## src/hw/rtl/u8u16_pkg.sv

```systemverilog
// ----------------------------------------------------------------------------
// UTF-8 to UTF-16 transcoder package
// Shared constants, types and the start byte decoder.
// ----------------------------------------------------------------------------
`default_nettype none

package u8u16_pkg;

  localparam int unsigned MaxUnits      = 3;
  localparam int unsigned UnitIdxWidth  = $clog2(MaxUnits + 1);
  localparam int unsigned PointWidth    = 21;

  localparam logic [15:0] SurrHighBase  = 16'hD800;
  localparam logic [15:0] SurrLowBase   = 16'hDC00;
  localparam logic [15:0] SurrLowLast   = 16'hDFFF;
  localparam logic [15:0] TermUnit      = 16'h0000;
  localparam logic [PointWidth-1:0] SuppBase = 21'h010000;

  localparam logic        AppendTermReset = 1'b1;

  // Result of looking at a byte as the first byte of a sequence.
  typedef struct packed {
    logic       valid;   // a legal start byte
    logic [6:0] bits;    // payload bits carried by the start byte
    logic [1:0] extra;   // continuation bytes it needs
  } lead_t;

  function automatic lead_t decode_lead(input logic [7:0] b);
    lead_t r;
    r = '{valid: 1'b0, bits: 7'd0, extra: 2'd0};
    if (b[7] == 1'b0) begin
      r = '{valid: 1'b1, bits: b[6:0], extra: 2'd0};
    end else if (b[7:5] == 3'b110) begin
      r = '{valid: 1'b1, bits: {2'b00, b[4:0]}, extra: 2'd1};
    end else if (b[7:4] == 4'b1110) begin
      r = '{valid: 1'b1, bits: {3'b000, b[3:0]}, extra: 2'd2};
    end else if (b[7:3] == 5'b11110) begin
      r = '{valid: 1'b1, bits: {4'b0000, b[2:0]}, extra: 2'd3};
    end
    return r;
  endfunction

endpackage

`default_nettype wire

```

## src/hw/rtl/utf8_to_utf16_transcoder_top.sv

```systemverilog
// ----------------------------------------------------------------------------
// UTF-8 to UTF-16 transcoder
// Decodes a UTF-8 byte stream into UTF-16 code units, one byte per item.
// ----------------------------------------------------------------------------
// Usage:
//   The input channel carries one UTF-8 byte per item together with the
//   number of string bytes that follow it, saturated at three; zero marks the
//   last byte of a string. The output channel gives UTF-16 code units, with
//   run_last_o set on the last unit caused by an input byte. After the last
//   byte of a string an optional zero terminator follows, selected by the
//   one-bit configuration register (set after reset).
//   An accepted byte is held in the input register and, once the result
//   buffer is free, is decoded into that buffer of up to three units, from
//   which its first unit is offered. The result buffer drains one unit per
//   cycle while out_ready_i is high, and a byte causing no units only passes
//   through the input register; with a unit or less per byte and no receiver
//   stall the block takes one byte every cycle.
//   Reset clears the decoder state, empties both registers and sets the
//   terminator option. When the receiver stalls, the buffer holds its unit,
//   the input register fills, and then in_ready_o drops.
// ----------------------------------------------------------------------------
`default_nettype none

module utf8_to_utf16_transcoder_top
  import u8u16_pkg::*;
(
  input  wire logic        clk_i,
  input  wire logic        rst_ni,
  input  wire logic        cfg_write_en_i,
  input  wire logic        cfg_wdata_i,
  input  wire logic        in_valid_i,
  output logic             in_ready_o,
  input  wire logic [7:0]  byte_value_i,
  input  wire logic [1:0]  bytes_following_i,
  output logic             out_valid_o,
  input  wire logic        out_ready_i,
  output logic [15:0]      code_unit_o,
  output logic             run_last_o
);

  // Configuration.
  logic append_q;

  // Input register.
  logic       s1_valid_q;
  logic [7:0] s1_byte_q;
  logic [1:0] s1_bf_q;

  // Decoder state.
  logic [PointWidth-1:0] partial_q, partial_d;
  logic [1:0]            expect_q, expect_d;
  logic                  discard_q, discard_d;

  // Result buffer.
  logic                    buf_valid_q;
  logic [15:0]             units_q [MaxUnits];
  logic [15:0]             units_d [MaxUnits];
  logic [UnitIdxWidth-1:0] cnt_q, cnt_d;
  logic [UnitIdxWidth-1:0] idx_q;
  logic                    buf_last;

  logic in_fire, out_fire, s1_adv, buf_free;

  assign buf_last    = (idx_q == cnt_q - UnitIdxWidth'(1));
  assign out_valid_o = buf_valid_q;
  assign code_unit_o = units_q[idx_q[1:0]];
  assign run_last_o  = buf_last;
  assign out_fire    = out_valid_o && out_ready_i;
  assign buf_free    = !buf_valid_q || (out_fire && buf_last);
  assign s1_adv      = s1_valid_q && buf_free;
  assign in_ready_o  = !s1_valid_q || s1_adv;
  assign in_fire     = in_valid_i && in_ready_o;

  // ------------------------------------------------------------------
  // Decode of the byte in the input register.
  // ------------------------------------------------------------------
  lead_t                 lead;
  logic                  is_cont;
  logic [PointWidth-1:0] shifted;
  logic                  pt_emit;
  logic [PointWidth-1:0] pt_cp;
  logic                  term;
  logic                  pt_big;
  logic [PointWidth-1:0] cp_off;
  logic [15:0]           unit_hi, unit_lo, unit_bmp;

  assign lead    = decode_lead(s1_byte_q);
  assign is_cont = (s1_byte_q[7:6] == 2'b10);
  assign shifted = {partial_q[PointWidth-7:0], s1_byte_q[5:0]};

  always_comb begin
    partial_d = partial_q;
    expect_d  = expect_q;
    discard_d = discard_q;
    pt_emit   = 1'b0;
    pt_cp     = '0;
    term      = 1'b0;
    if (!discard_q) begin
      if (expect_q != 2'd0 && is_cont) begin
        partial_d = shifted;
        expect_d  = expect_q - 2'd1;
        if (expect_q == 2'd1) begin
          pt_emit   = 1'b1;
          pt_cp     = shifted;
          partial_d = '0;
        end
      end else begin
        // A non-continuation byte drops any open sequence and starts anew.
        if (expect_q != 2'd0) begin
          partial_d = '0;
          expect_d  = 2'd0;
        end
        if (lead.valid) begin
          if (lead.extra == 2'd0) begin
            pt_emit = 1'b1;
            pt_cp   = {{(PointWidth-7){1'b0}}, lead.bits};
          end else if (s1_bf_q < lead.extra) begin
            discard_d = 1'b1;
          end else begin
            partial_d = {{(PointWidth-7){1'b0}}, lead.bits};
            expect_d  = lead.extra;
          end
        end
      end
    end
    if (s1_bf_q == 2'd0) begin
      term      = append_q;
      partial_d = '0;
      expect_d  = 2'd0;
      discard_d = 1'b0;
    end
  end

  // Code point to UTF-16; the high half is truncated to 16 bits.
  assign pt_big   = |pt_cp[PointWidth-1:16];
  assign cp_off   = pt_cp - SuppBase;
  assign unit_bmp = pt_cp[15:0];
  assign unit_hi  = SurrHighBase + {5'b00000, cp_off[20:10]};
  assign unit_lo  = SurrLowBase | {6'b000000, cp_off[9:0]};

  always_comb begin
    units_d[0] = TermUnit;
    units_d[1] = TermUnit;
    units_d[2] = TermUnit;
    cnt_d      = UnitIdxWidth'(term);
    if (pt_emit) begin
      if (pt_big) begin
        units_d[0] = unit_hi;
        units_d[1] = unit_lo;
        cnt_d      = UnitIdxWidth'(2) + UnitIdxWidth'(term);
      end else begin
        units_d[0] = unit_bmp;
        cnt_d      = UnitIdxWidth'(1) + UnitIdxWidth'(term);
      end
    end
  end

  // ------------------------------------------------------------------
  // Registers.
  // ------------------------------------------------------------------
  always_ff @(posedge clk_i or negedge rst_ni) begin
    if (!rst_ni) begin
      append_q    <= AppendTermReset;
      s1_valid_q  <= 1'b0;
      partial_q   <= '0;
      expect_q    <= 2'd0;
      discard_q   <= 1'b0;
      buf_valid_q <= 1'b0;
      cnt_q       <= '0;
      idx_q       <= '0;
    end else begin
      if (cfg_write_en_i) begin
        append_q <= cfg_wdata_i;
      end
      if (in_fire) begin
        s1_valid_q <= 1'b1;
      end else if (s1_adv) begin
        s1_valid_q <= 1'b0;
      end
      if (s1_adv) begin
        partial_q <= partial_d;
        expect_q  <= expect_d;
        discard_q <= discard_d;
      end
      if (s1_adv && cnt_d != '0) begin
        buf_valid_q <= 1'b1;
        cnt_q       <= cnt_d;
        idx_q       <= '0;
      end else if (out_fire) begin
        if (buf_last) begin
          buf_valid_q <= 1'b0;
        end else begin
          idx_q <= idx_q + UnitIdxWidth'(1);
        end
      end
    end
  end

  always_ff @(posedge clk_i) begin
    if (in_fire) begin
      s1_byte_q <= byte_value_i;
      s1_bf_q   <= bytes_following_i;
    end
    if (s1_adv && cnt_d != '0) begin
      units_q <= units_d;
    end
  end

endmodule

`default_nettype wire

```

## config.mk

```make
export PLATFORM = sky130hd
export DESIGN_NAME = utf8_to_utf16_transcoder_top
export DESIGN_NICKNAME = d
export VERILOG_FILES = /design/src/hw/rtl/u8u16_pkg.sv /design/src/hw/rtl/utf8_to_utf16_transcoder_top.sv
export SDC_FILE = /design/constraint.sdc
export NUM_CORES = 1
export LEC_CHECK = 0
export BUFFER_PORTS_ARGS = -buffer_cell sky130_fd_sc_hd__buf_2
export CAP_MARGIN = 20
export CORE_UTILIZATION = 55
export DETAILED_ROUTE_END_ITERATION = 12
export HOLD_SLACK_MARGIN = 0.05
export PLACE_DENSITY_LB_ADDON = 0.15
export REMOVE_ABC_BUFFERS = 1
export SLEW_MARGIN = 20
export SYNTH_ARGS = -nofsm -noshare
export SYNTH_HDL_FRONTEND = slang
export SYNTH_SLANG_ARGS = --single-unit
```

## constraint.sdc

```tcl
create_clock -name clk_i -period 6 [get_ports clk_i]
set_input_delay 0.3 -clock clk_i [delete_from_list [all_inputs] [get_ports clk_i]]
set_output_delay 0.3 -clock clk_i [all_outputs]
set_load 0.01 [all_outputs]
```

# Word level (Yosys, flattened, before mapping)
# Cells that the tools add are included.
dict set report classes {
  bitwise_logic 1
  mux 51
  add_sub_neg 7
  n_reduce_logical 22
  order_cmp 2
  n_eq_ne 8
}
# cell n
set op_table {}
lappend op_table {{2-to-1 mux 21 bit} 11}
lappend op_table {{2-to-1 mux 16 bit} 4}
lappend op_table {{2-to-1 mux 10 bit} 4}
lappend op_table {{binary-select mux 16 bit (select 2 bit)} 1}
lappend op_table {{2-to-1 mux 2 bit} 12}
lappend op_table {{subtractor 21 x 17 -> 21 bit, second input constant} 1}
lappend op_table {{2-to-1 mux 1 bit} 17}
lappend op_table {{adder 15 x 12 -> 16 bit, first input constant} 1}
lappend op_table {{2-to-1 mux 7 bit} 2}
lappend op_table {{nonzero test 2 bit} 5}
lappend op_table {{AND reduction 2 bit} 4}
lappend op_table {{logical AND 1 bit} 6}
lappend op_table {{equality test 5 bit, second input constant} 1}
lappend op_table {{OR reduction 5 bit} 1}
lappend op_table {{equality test 4 bit, second input constant} 1}
lappend op_table {{zero test 2 bit} 2}
lappend op_table {{!= test 2 x 1 -> 1 bit, second input constant} 2}
lappend op_table {{subtractor 2 x 1 -> 2 bit, second input constant} 2}
lappend op_table {{equality test 3 bit, second input constant} 1}
lappend op_table {{>= comparator 3 bit, second input constant} 1}
lappend op_table {{NOT 2 -> 3 bit} 1}
lappend op_table {{adder 1 x 1 -> 2 bit, first input constant} 1}
lappend op_table {{adder 2 x 1 -> 2 bit, first input constant} 1}
lappend op_table {{adder 2 x 1 -> 2 bit, second input constant} 1}
lappend op_table {{other kinds (6)} 8}
dict set report word_totals {
  output_inout_bits 19
  register_bits 73
}

# Longest topological paths before layout
# Gate-level depths: netlist of run 1.
dict set report logic_depth {
  depth_word 17
  depth_mapped 11
  depth_no_buf 10
}

# Worst setup path after synthesis of run 1
# OpenSTA, ideal clock, no wires.
dict set report synth_path {
  path_kind {register to register}
  start {reg idx_q[1]}
  end {reg cnt_q[1]}
  path_stages_with_launch 7
  setup_slack_ps 2726
  arrival_ps 3051
  required_time_ps 5777
  setup_ps 223
  synth_period_minus_slack_ps 3274
  cell_sequence {dfrtp_1 -> buf_6 -> xnor2_2 -> mux2i_4 -> a31oi_4 -> a21oi_1 -> o32ai_1}
}
dict set report synth_between {
  elab_chain_cells 5
}
# item line
set synth_lines {}
lappend synth_lines {{start: declaration} utf8_to_utf16_transcoder_top.sv:59} ;# logic [UnitIdxWidth-1:0] idx_q;
lappend synth_lines {{start signal: assignment} utf8_to_utf16_transcoder_top.sv:193} ;# idx_q <= idx_q + UnitIdxWidth'(1);
lappend synth_lines {{equality test 2 bit} utf8_to_utf16_transcoder_top.sv:64} ;# assign buf_last = (idx_q == cnt_q - UnitIdxWidth'(1));
lappend synth_lines {{net run_last_o} utf8_to_utf16_transcoder_top.sv:38} ;# output logic run_last_o
lappend synth_lines {{logical AND 1 bit} utf8_to_utf16_transcoder_top.sv:69} ;# assign buf_free = !buf_valid_q || (out_fire && buf_last);
lappend synth_lines {{logical OR 1 bit} utf8_to_utf16_transcoder_top.sv:69}
lappend synth_lines {{logical AND 1 bit} utf8_to_utf16_transcoder_top.sv:70} ;# assign s1_adv = s1_valid_q && buf_free;
lappend synth_lines {{logical AND 1 bit} utf8_to_utf16_transcoder_top.sv:185} ;# if (s1_adv && cnt_d != '0) begin
lappend synth_lines {{end signal: assignment} utf8_to_utf16_transcoder_top.sv:187} ;# cnt_q <= cnt_d;
lappend synth_lines {{end: declaration} utf8_to_utf16_transcoder_top.sv:58} ;# logic [UnitIdxWidth-1:0] cnt_q, cnt_d;
# The timed path passes the listed nets, and every way through them passes these cells.
# A chain may end at the register's enable or synchronous reset.

# Worst setup path after layout of run 1
dict set report layout_path {
  start {reg expect_q[0]}
  end {reg cnt_q[1]}
}
dict set report layout_between {
  elab_chain_cells 9
  word_cells_on_any_way 14
  classes_between {eq/ne (1); mux (8); reduce/logical (5)}
}
# item line
set layout_lines {}
lappend layout_lines {{start: declaration} utf8_to_utf16_transcoder_top.sv:51} ;# logic [1:0] expect_q, expect_d;
lappend layout_lines {{start signal: assignment} utf8_to_utf16_transcoder_top.sv:182} ;# expect_q <= expect_d;
lappend layout_lines {{equality test 2 x 1 -> 1 bit or nonzero test 2 bit (tied branches)} {utf8_to_utf16_transcoder_top.sv:102, utf8_to_utf16_transcoder_top.sv:99}}
lappend layout_lines {{2-to-1 mux 21 bit or logical AND 1 bit (tied branches)} {utf8_to_utf16_transcoder_top.sv:102, utf8_to_utf16_transcoder_top.sv:99}}
lappend layout_lines {{2-to-1 mux 21 bit} utf8_to_utf16_transcoder_top.sv:99} ;# if (expect_q != 2'd0 && is_cont) begin
lappend layout_lines {{2-to-1 mux 21 bit} utf8_to_utf16_transcoder_top.sv:98} ;# if (!discard_q) begin
lappend layout_lines {{OR reduction 5 bit} utf8_to_utf16_transcoder_top.sv:135} ;# assign pt_big = |pt_cp[PointWidth-1:16];
lappend layout_lines {{2-to-1 mux 2 bit} utf8_to_utf16_transcoder_top.sv:147} ;# if (pt_big) begin
lappend layout_lines {{2-to-1 mux 2 bit (*)} utf8_to_utf16_transcoder_top.sv:146} ;# if (pt_emit) begin
lappend layout_lines {{nonzero test 2 bit} utf8_to_utf16_transcoder_top.sv:185}
lappend layout_lines {{logical AND 1 bit} utf8_to_utf16_transcoder_top.sv:185}
# Mark *: on every way between the ends. The rest lies on a longest branch, timed or not.

==> run metrics, run 1 <==
clock latency on the worst-skew pair=0.34 ns; Worst R2R Path Depth=10; total CTS buffers=9; # IOs=35; min-delay worst type=input pin to register; CTS clk-pin slew, worst paths=approximately 0.070 ns; Layout area overhead=15.0%; setup_tns=0 ns; CTS Sinks=62; Iter 0 DRT Violations=~140; Die Width=about 76 µm; Worst Path Required=6.24 ns; Cell Pwr Density=about 470 nW/µm²; Fin. Hold Viols=0; GRT Util Overall=0.231; Crit-path slowest cell=and4b_1; # H-tree levels=3; CTS tree=yes; highest metal used=met4; final wirelength=roughly 5800 µm; Setup violations, final=0; Max Cap Viol=0; Met2 Wirelength=around 2800 µm; Final WS setup=~2.7 ns; crit path DAT=~3.5 ns; Tot Pwr=about 1.6 mW; Die Y-Extent=approximately 76 µm; area post-placement=around 3200 µm²; Post-synth EDFFs=37; drc violations=0; core footprint=5170 µm²; CP max FO=21; Critical Path Start Type=register; fraction of layout cells with a size suffix above 1=0.209; initial antenna violation count=0; min Tclk post-route=roughly 3.3 ns; #FFs+latches synth=62; asr flop ratio synth=0.403; vias in the first global route=1990; Distinct cells, synth=50; worst-path cell chain=inv_1, ha_1, nor2_1, and4b_1, nand2_1, ha_1, a21bo_2, clkinv_1, ha_1, o32ai_1; GRT overflow=0; fin nets=between 300 and 400; Detailed Place HPWL=about 4000 µm; largest net degree at the start of global routing=28; Worst slew margin=0.435; Max Fclk=0.306 GHz; FF-to-FF Start=expect_q[0]$_DFFE_PN0P_; # Post-CTS Setup Buffers=0; CP Class=register to register; first-pass GRT wire length=just over 9000 µm; CP dominant cell by count=ha_1; Diodes inserted=0; via count=2105; Syn Inst Count=around 260; Hold Crit Start=byte_value_i[1]; critical path's largest stage delay=0.65 ns; Finished Cell Area=around 3400 µm²; IO Port Bufs=34; metal3 WL=between 300 and 400 µm; Avg WL per Cell=approximately 16 µm; Synthesis Warnings=0; r2r endpoint=cnt_q[1]$_DFFE_PN0P_; DIE AREA=5750 µm²; leakage=roughly 1.4 nW; Post-CTS Resized=0; vias per inst=roughly 5.7; Final GP Congestion=between 0.9 and 1; pre-CTS setup slack=roughly 2.8 ns; run status=finished, final reports clean; unrepaired setup endpoints after global routing=false; max-slew violations=0; Mean Syn Cell Area=between 10 and 15 µm²; clk_skew=approximately 0.0069 ns; met1 WL=between 2000 and 3000 µm; Crit. End Element=register; Clock Tree Root=clkbuf_8; Max clock buf depth=2; VDD IR max=between 0.3 and 0.4 mV; row cnt=26; Tcrit/Tclk final=0.544; Starting Density=0.580; ys flop type=edfxtp_1; Mapped Area=between 2000 and 3000 µm²; R2R Setup Slk=around 2.7 ns; first drt pass iteration count=4; hold depth=1; post-synthesis sequential area ratio=0.579; hold path endpoint=s1_byte_q[1]$_DFFE_PP_; Antenna Violating Nets Remaining=0; worst slew pin tran=roughly 0.85 ns
## flip-flops by register name (all words and copies together) (netlist names), 2 cells and up
signal	flops
partial_q	15
cnt_q	2
s1_bf_q	2
s1_byte_q	8
idx_q	2
units_q	27
expect_q	2
## cells in the final DEF (no fill, tap or decap), drive strengths merged, types with 8 or more instances in the layout
cell type  netlist  layout
a21oi           18      18
and2             8       8
dfrtp           24      24
edfxtp          37      37
buf              3      35
clkbuf           7       9
nand3           11      11
nor2            22      22
nand2b          10      10
nand2           32      32
a22o            13      13
mux2i           12      12
## timing repair
action	in CTS	in global routing
hold buffers	1	0
endpoints found under the hold margin	24	0
endpoints found under the setup margin	0	0
## cells in the mapped netlist (all sizes together), types with 2 or more instances
| cell | instances | area (µm²) |
|---|---|---|
| nand3 | 11 | 55.1 |
| or3 | 2 | 12.5 |
| and3 | 2 | 12.5 |
| dfrtp | 24 | 601 |
| a21o | 4 | 30.0 |
| inv | 5 | 18.8 |
| nand2 | 32 | 120 |
| edfxtp | 37 | 1110 |
| o211ai | 3 | 22.5 |
| a22o | 13 | 114 |
| clkbuf | 7 | 26.3 |
| mux2i | 12 | 133 |
| nor2 | 22 | 82.6 |
| or2 | 2 | 12.5 |
| and2 | 8 | 50.1 |
| a32o | 2 | 20.0 |
| nor2b | 2 | 12.5 |
| o21ai | 5 | 25.0 |
| a21oi | 18 | 90.1 |
| nand2b | 10 | 62.6 |
| a31oi | 4 | 40.0 |
| nor4 | 2 | 27.5 |
| ha | 5 | 62.6 |
| xnor2 | 4 | 42.6 |
| buf | 3 | 26.3 |
## power by group
group          leakage [nW]  switching (mW)  internal (mW)
Sequential            0.682           0.119          0.592
Combinational         0.636           0.296          0.225
Clock                 0.109           0.169          0.235
## worst max path at each step
stage | start | end | cells after the start
after floorplan | idx_q[0]$_DFFE_PN0P_ | cnt_q[1]$_DFFE_PN0P_ | 5
after global placement | expect_q[0]$_DFFE_PN0P_ | cnt_q[1]$_DFFE_PN0P_ | 10
after detailed placement | expect_q[0]$_DFFE_PN0P_ | cnt_q[1]$_DFFE_PN0P_ | 10
after CTS | expect_q[0]$_DFFE_PN0P_ | cnt_q[1]$_DFFE_PN0P_ | 10
after global routing | expect_q[0]$_DFFE_PN0P_ | cnt_q[1]$_DFFE_PN0P_ | 10
final | expect_q[0]$_DFFE_PN0P_ | cnt_q[1]$_DFFE_PN0P_ | 10
## metrics by stage
step            util  cells  hold slack [ns]
6_report       0.667    371            0.125
5_1_grt        0.667    371            0.112
4_1_cts        0.667    371            0.113
3_5_place_dp   0.622    354            0.328
3_3_place_gp   0.622    354            0.326
2_1_floorplan      -    249          0.00441
## cell type report
type / instances / area [µm²]
Clock inverter: 7 / 98.8
Clock buffer: 9 / 124
Inverter: 6 / 22.5
Timing Repair Buffer: 36 / 188
Multi-Input combinational cell: 181 / 1190
Fill cell: 402 / 1720
Tap cell: 70 / 87.6
Sequential cell: 62 / 1740
## cells by family after synthesis
| kind of cell | after synthesis | synth area share |
|---|---|---|
| AO/OA/AOI/OAI | 61 | 0.151 |
| XOR/XNOR | 4 | 0.0142 |
| adder cells (fa/ha/maj) | 5 | 0.0209 |
| buffers and inverters | 16 | 0.0250 |
| flip-flops | 62 | 0.579 |
| multiplexers | 13 | 0.0480 |
| AND/OR/NAND/NOR | 98 | 0.162 |
## worst max-delay path: cells and delay by family (launching register included)
family	cells	cell delay [ns]
and+or+nand+nor	3	1.02
adders and majority gates	3	0.76
AOI/OAI and AO/OA	2	0.62
DFF	1	0.42
buffers and inverters	2	0.34
## layer usage
metal,up-vias,GRT usage
met3,12,0.0608
li1,1034,-
met5,-,0
met4,0,0.103
met1,985,0.292
met2,74,0.376
(Power assumes the default switching activity.)
==> inputs of run 2 (changes only) <==
ABC_AREA = 1   (was unset)
CORE_UTILIZATION = 53   (was 55)
clock period = 3 ns   (was 6 ns; I/O delays follow)
==> run 2 against run 1 <==
Clock power increased by 47%. Flip-flop and latch count unchanged. Global-route usage increased by 0.63 points. First-iteration DRC count decreased by 3.0%. Highest routed layer unchanged. Clock skew increased by 0.0019 ns. Synthesized cell count increased by 47%. Die area increased by 16%. Non-clock buffer count increased by 20.
==> run metrics, run 2 <==
post-synthesis mux area share=0 (was 0.0480); setup_tns=0 ns (unchanged); fraction of layout cells with a size suffix above 1=0.229 (was 0.209); main combinational cell family by area after synthesis=simple AND/OR/NAND/NOR gates (unchanged); Max clock buf depth=2 (unchanged); crit path DAT=2.99 ns (was 3.50 ns); via count=2706 (was 2105); sequential share of power=0.413 (was 0.435); Synth Area in XOR/XNOR=0.00259 (was 0.0142); leakage=1.87 nW (was 1.43 nW); row cnt=28 (was 26); Fin. Hold Viols=0 (unchanged); FF-to-FF Start=expect_q[0]$_DFFE_PN0P_ (unchanged); Distinct cells, synth=36 (was 50); Syn Inst Count=382 (was 259); largest registers=units_q x27, partial_q x15, s1_byte_q x8 (unchanged); #FFs+latches synth=62 (unchanged); first drt pass iteration count=5 (was 4); CTS clk-pin slew, worst paths=0.07 ns (about the same); post-synthesis simple-gate area fraction=0.337 (was 0.162); clock latency on the worst-skew pair=0.34 ns (about the same); # H-tree levels=3 (unchanged); Cell Pwr Density=844 nW/µm² (was 475 nW/µm²); CP Class=register to register (unchanged); Starting Density=0.560 (was 0.580); Mean Syn Cell Area=8.84 µm² (was 11.6 µm²); final wirelength=6990 µm (was 5810 µm); Crit. End Element=register (unchanged); largest net degree at the start of global routing=31 (was 28); R2R Setup Slk=0.26 ns (was 2.74 ns); max-slew violations=0 (unchanged); Die Width=81.8 µm (was 75.8 µm); vias per inst=5.23 (was 5.67); DIE AREA=6690 µm² (was 5750 µm²); Worst Setup EP=cnt_q[0]$_DFFE_PN0P_ (was cnt_q[1]$_DFFE_PN0P_); CTS Sinks=62 (unchanged); Layout area overhead=16.1% (was 15.0%); min-delay worst type=input pin to register (unchanged); Critical Path Start Type=register (unchanged); initial antenna violation count=0 (unchanged); Worst Path Required=3.25 ns (was 6.24 ns); CP max FO=13 (was 21); combinational power share=0.407 (was 0.318); ys flop type=edfxtp_1 (unchanged); Iter 0 DRT Violations=131 (was 135); asr flop ratio synth=0.403 (unchanged); run status=finished, final reports clean (unchanged); Post-Synth Adder-Cell Area=0.0185 (was 0.0209); worst slew pin tran=0.610 ns (was 0.847 ns); commonest non-fill, non-tap cells in the layout=nand2_1 (109), nand3_1 (69), edfxtp_1 (37), buf_2 (34), inv_1 (30) (was edfxtp_1 (37), buf_2 (34), nand2_1 (32), dfrtp_1 (24), nor2_1 (22)); # IOs=35 (unchanged); Detailed Place HPWL=5010 µm (was 4030 µm); clk_skew=0.00885 ns (was 0.00693 ns); Worst R2R Path Depth=13 (was 10); Die Y-Extent=81.8 µm (was 75.8 µm); total CTS buffers=9 (unchanged); Worst slew margin=0.593 (was 0.435); Largest Register=units_q (unchanged); synth top area cells=edfxtp_1 (33%), dfrtp_1 (18%), nand2_1 (12%) (was edfxtp_1 (37%), dfrtp_1 (20%), nand2_1 (4.0%)); count leader, synth=nand2_1 (was edfxtp_1); drc violations=0 (unchanged); max FFs per register=27 (unchanged); Post-synth EDFFs=37 (unchanged); r2r endpoint=cnt_q[0]$_DFFE_PN0P_ (was cnt_q[1]$_DFFE_PN0P_); Max Fclk=0.365 GHz (was 0.306 GHz); Tcrit/Tclk final=0.914 (was 0.544); commonest non-fill, non-tap cell in the layout=nand2_1 (was edfxtp_1); CP startpoint=expect_q[0]$_DFFE_PN0P_ (unchanged); min Tclk post-route=2.74 ns (was 3.26 ns); post-synthesis compound-gate area fraction=0.0549 (was 0.151); Clock Tree Root=clkbuf_8 (unchanged); vias in the first global route=2521 (was 1990); Synth top area share=0.329 (was 0.370); Psw=1.37 mW (was 0.585 mW); first-pass GRT wire length=11600 µm (was 9350 µm); fin nets=458 (was 317); core footprint=6030 µm² (was 5170 µm²); Diodes inserted=0 (unchanged); Antenna Violating Nets Remaining=0 (unchanged); Final GP Congestion=0.912 (was 0.901); IO Port Bufs=34 (unchanged); Synthesis Warnings=0 (unchanged); Setup violations, final=0 (unchanged); Post-CTS Resized=0 (unchanged); Mapped Area=3380 µm² (was 3000 µm²); CTS tree=yes (unchanged); Int Pwr=1.94 mW (was 1.05 mW); Clk network pwr share=0.179 (was 0.247); commonest cells in the netlist=nand2_1 (109), nand3_1 (69), edfxtp_1 (37) (was edfxtp_1 (37), nand2_1 (32), dfrtp_1 (24)); Avg WL per Cell=13.5 µm (was 15.7 µm); GRT overflow=0 (unchanged); Max Cap Viol=0 (unchanged); post-synth top area cell=edfxtp_1 (unchanged); post-synthesis sequential area ratio=0.515 (was 0.579); Switching Fraction=0.413 (was 0.357); worst-case hold slack=0.228 ns (was 0.125 ns); GRT Util Overall=0.237 (was 0.231); VDD IR max=0.516 mV (was 0.312 mV)
==> run 2: what timing repair did <==
action / 4_1_cts / 5_1_grt
buffers inserted: 0 / 4
setup endpoints to repair: 0 / 1
hold buffers: 14 / 0
hold endpoints to repair: 36 / 0
==> run 2: metrics by stage <==
step | setup WS [ns] | cells | power, mW | instance area (µm²) | utilization
after floorplan | 0.300 | 370 | 2.28 | 3300 | -
after global placement | 0.316 | 483 | 2.68 | 3600 | 0.597
after detailed placement | 0.166 | 483 | 2.71 | 3600 | 0.597
after CTS | 0.147 | 513 | 3.31 | 3890 | 0.646
after global routing | -0.0220 | 517 | 3.57 | 3920 | 0.651
final | 0.258 | 517 | 3.31 | 3920 | 0.651
==> run 2: worst min path at each step <==
stage	from	to	slack (ns)	cells after the start
final	out_ready_i	idx_q[0]$_DFFE_PN0P_	0.23	5
after global routing	out_ready_i	idx_q[0]$_DFFE_PN0P_	0.26	5
after CTS	out_ready_i	out_valid_o$_DFFE_PN0P_	0.22	4
after detailed placement	rst_ni	s1_valid_q$_DFFE_PN0P_	0.19	1
after global placement	rst_ni	s1_valid_q$_DFFE_PN0P_	0.19	1
after floorplan	rst_ni	cnt_q[0]$_DFFE_PN0P_	-0.15	0
==> run 2: power groups by stage <==
stage	registers [mW]	clock network (mW)	logic (mW)
after floorplan	1.33	0	0.950
after global placement	1.38	0	1.30
after detailed placement	1.38	0	1.33
after CTS	1.37	0.598	1.35
after global routing	1.39	0.637	1.54
final	1.37	0.593	1.35
==> run 2: critical path: stages, from the launching register on <==
cell and delay [ns]:
dfrtp_1 0.38, inv_1 0.06, ha_1 0.35, nor3_4 0.27, nand3_1 0.20, ha_1 0.25
nand2_1 0.09, nor2_1 0.05, nand2_2 0.21, inv_2 0.16, ha_1 0.29, o21ai_0 0.18
nand2_1 0.07, o21ai_0 0.09
==> run 2: cell type report <==
| type | instances | area [µm²] |
|---|---|---|
| Clock buffer | 13 | 139 |
| Clock inverter | 3 | 13.8 |
| Fill cell | 517 | 2110 |
| Inverter | 44 | 173 |
| Multi-Input combinational cell | 264 | 1390 |
| Sequential cell | 62 | 1740 |
| Tap cell | 75 | 93.8 |
| Timing Repair Buffer | 56 | 370 |
==> run 2: cell families (layout without fill, tap and decap cells) <==
kind of cell | Yosys count | count (layout)
compound gates | 32 | 32
simple gates | 226 | 226
xor+xnor | 1 | 1
flops | 62 | 62
buf+inv | 56 | 116
fa+ha+maj | 5 | 5
==> run 2: routing by layer <==
layer	global-route usage	vias up	part of all wire
li1	-	1372	-
met1	0.289	1260	0.44
met2	0.399	64	0.50
met3	0.0644	10	0.050
met4	0.0930	0	0.012
met5	0	-	0
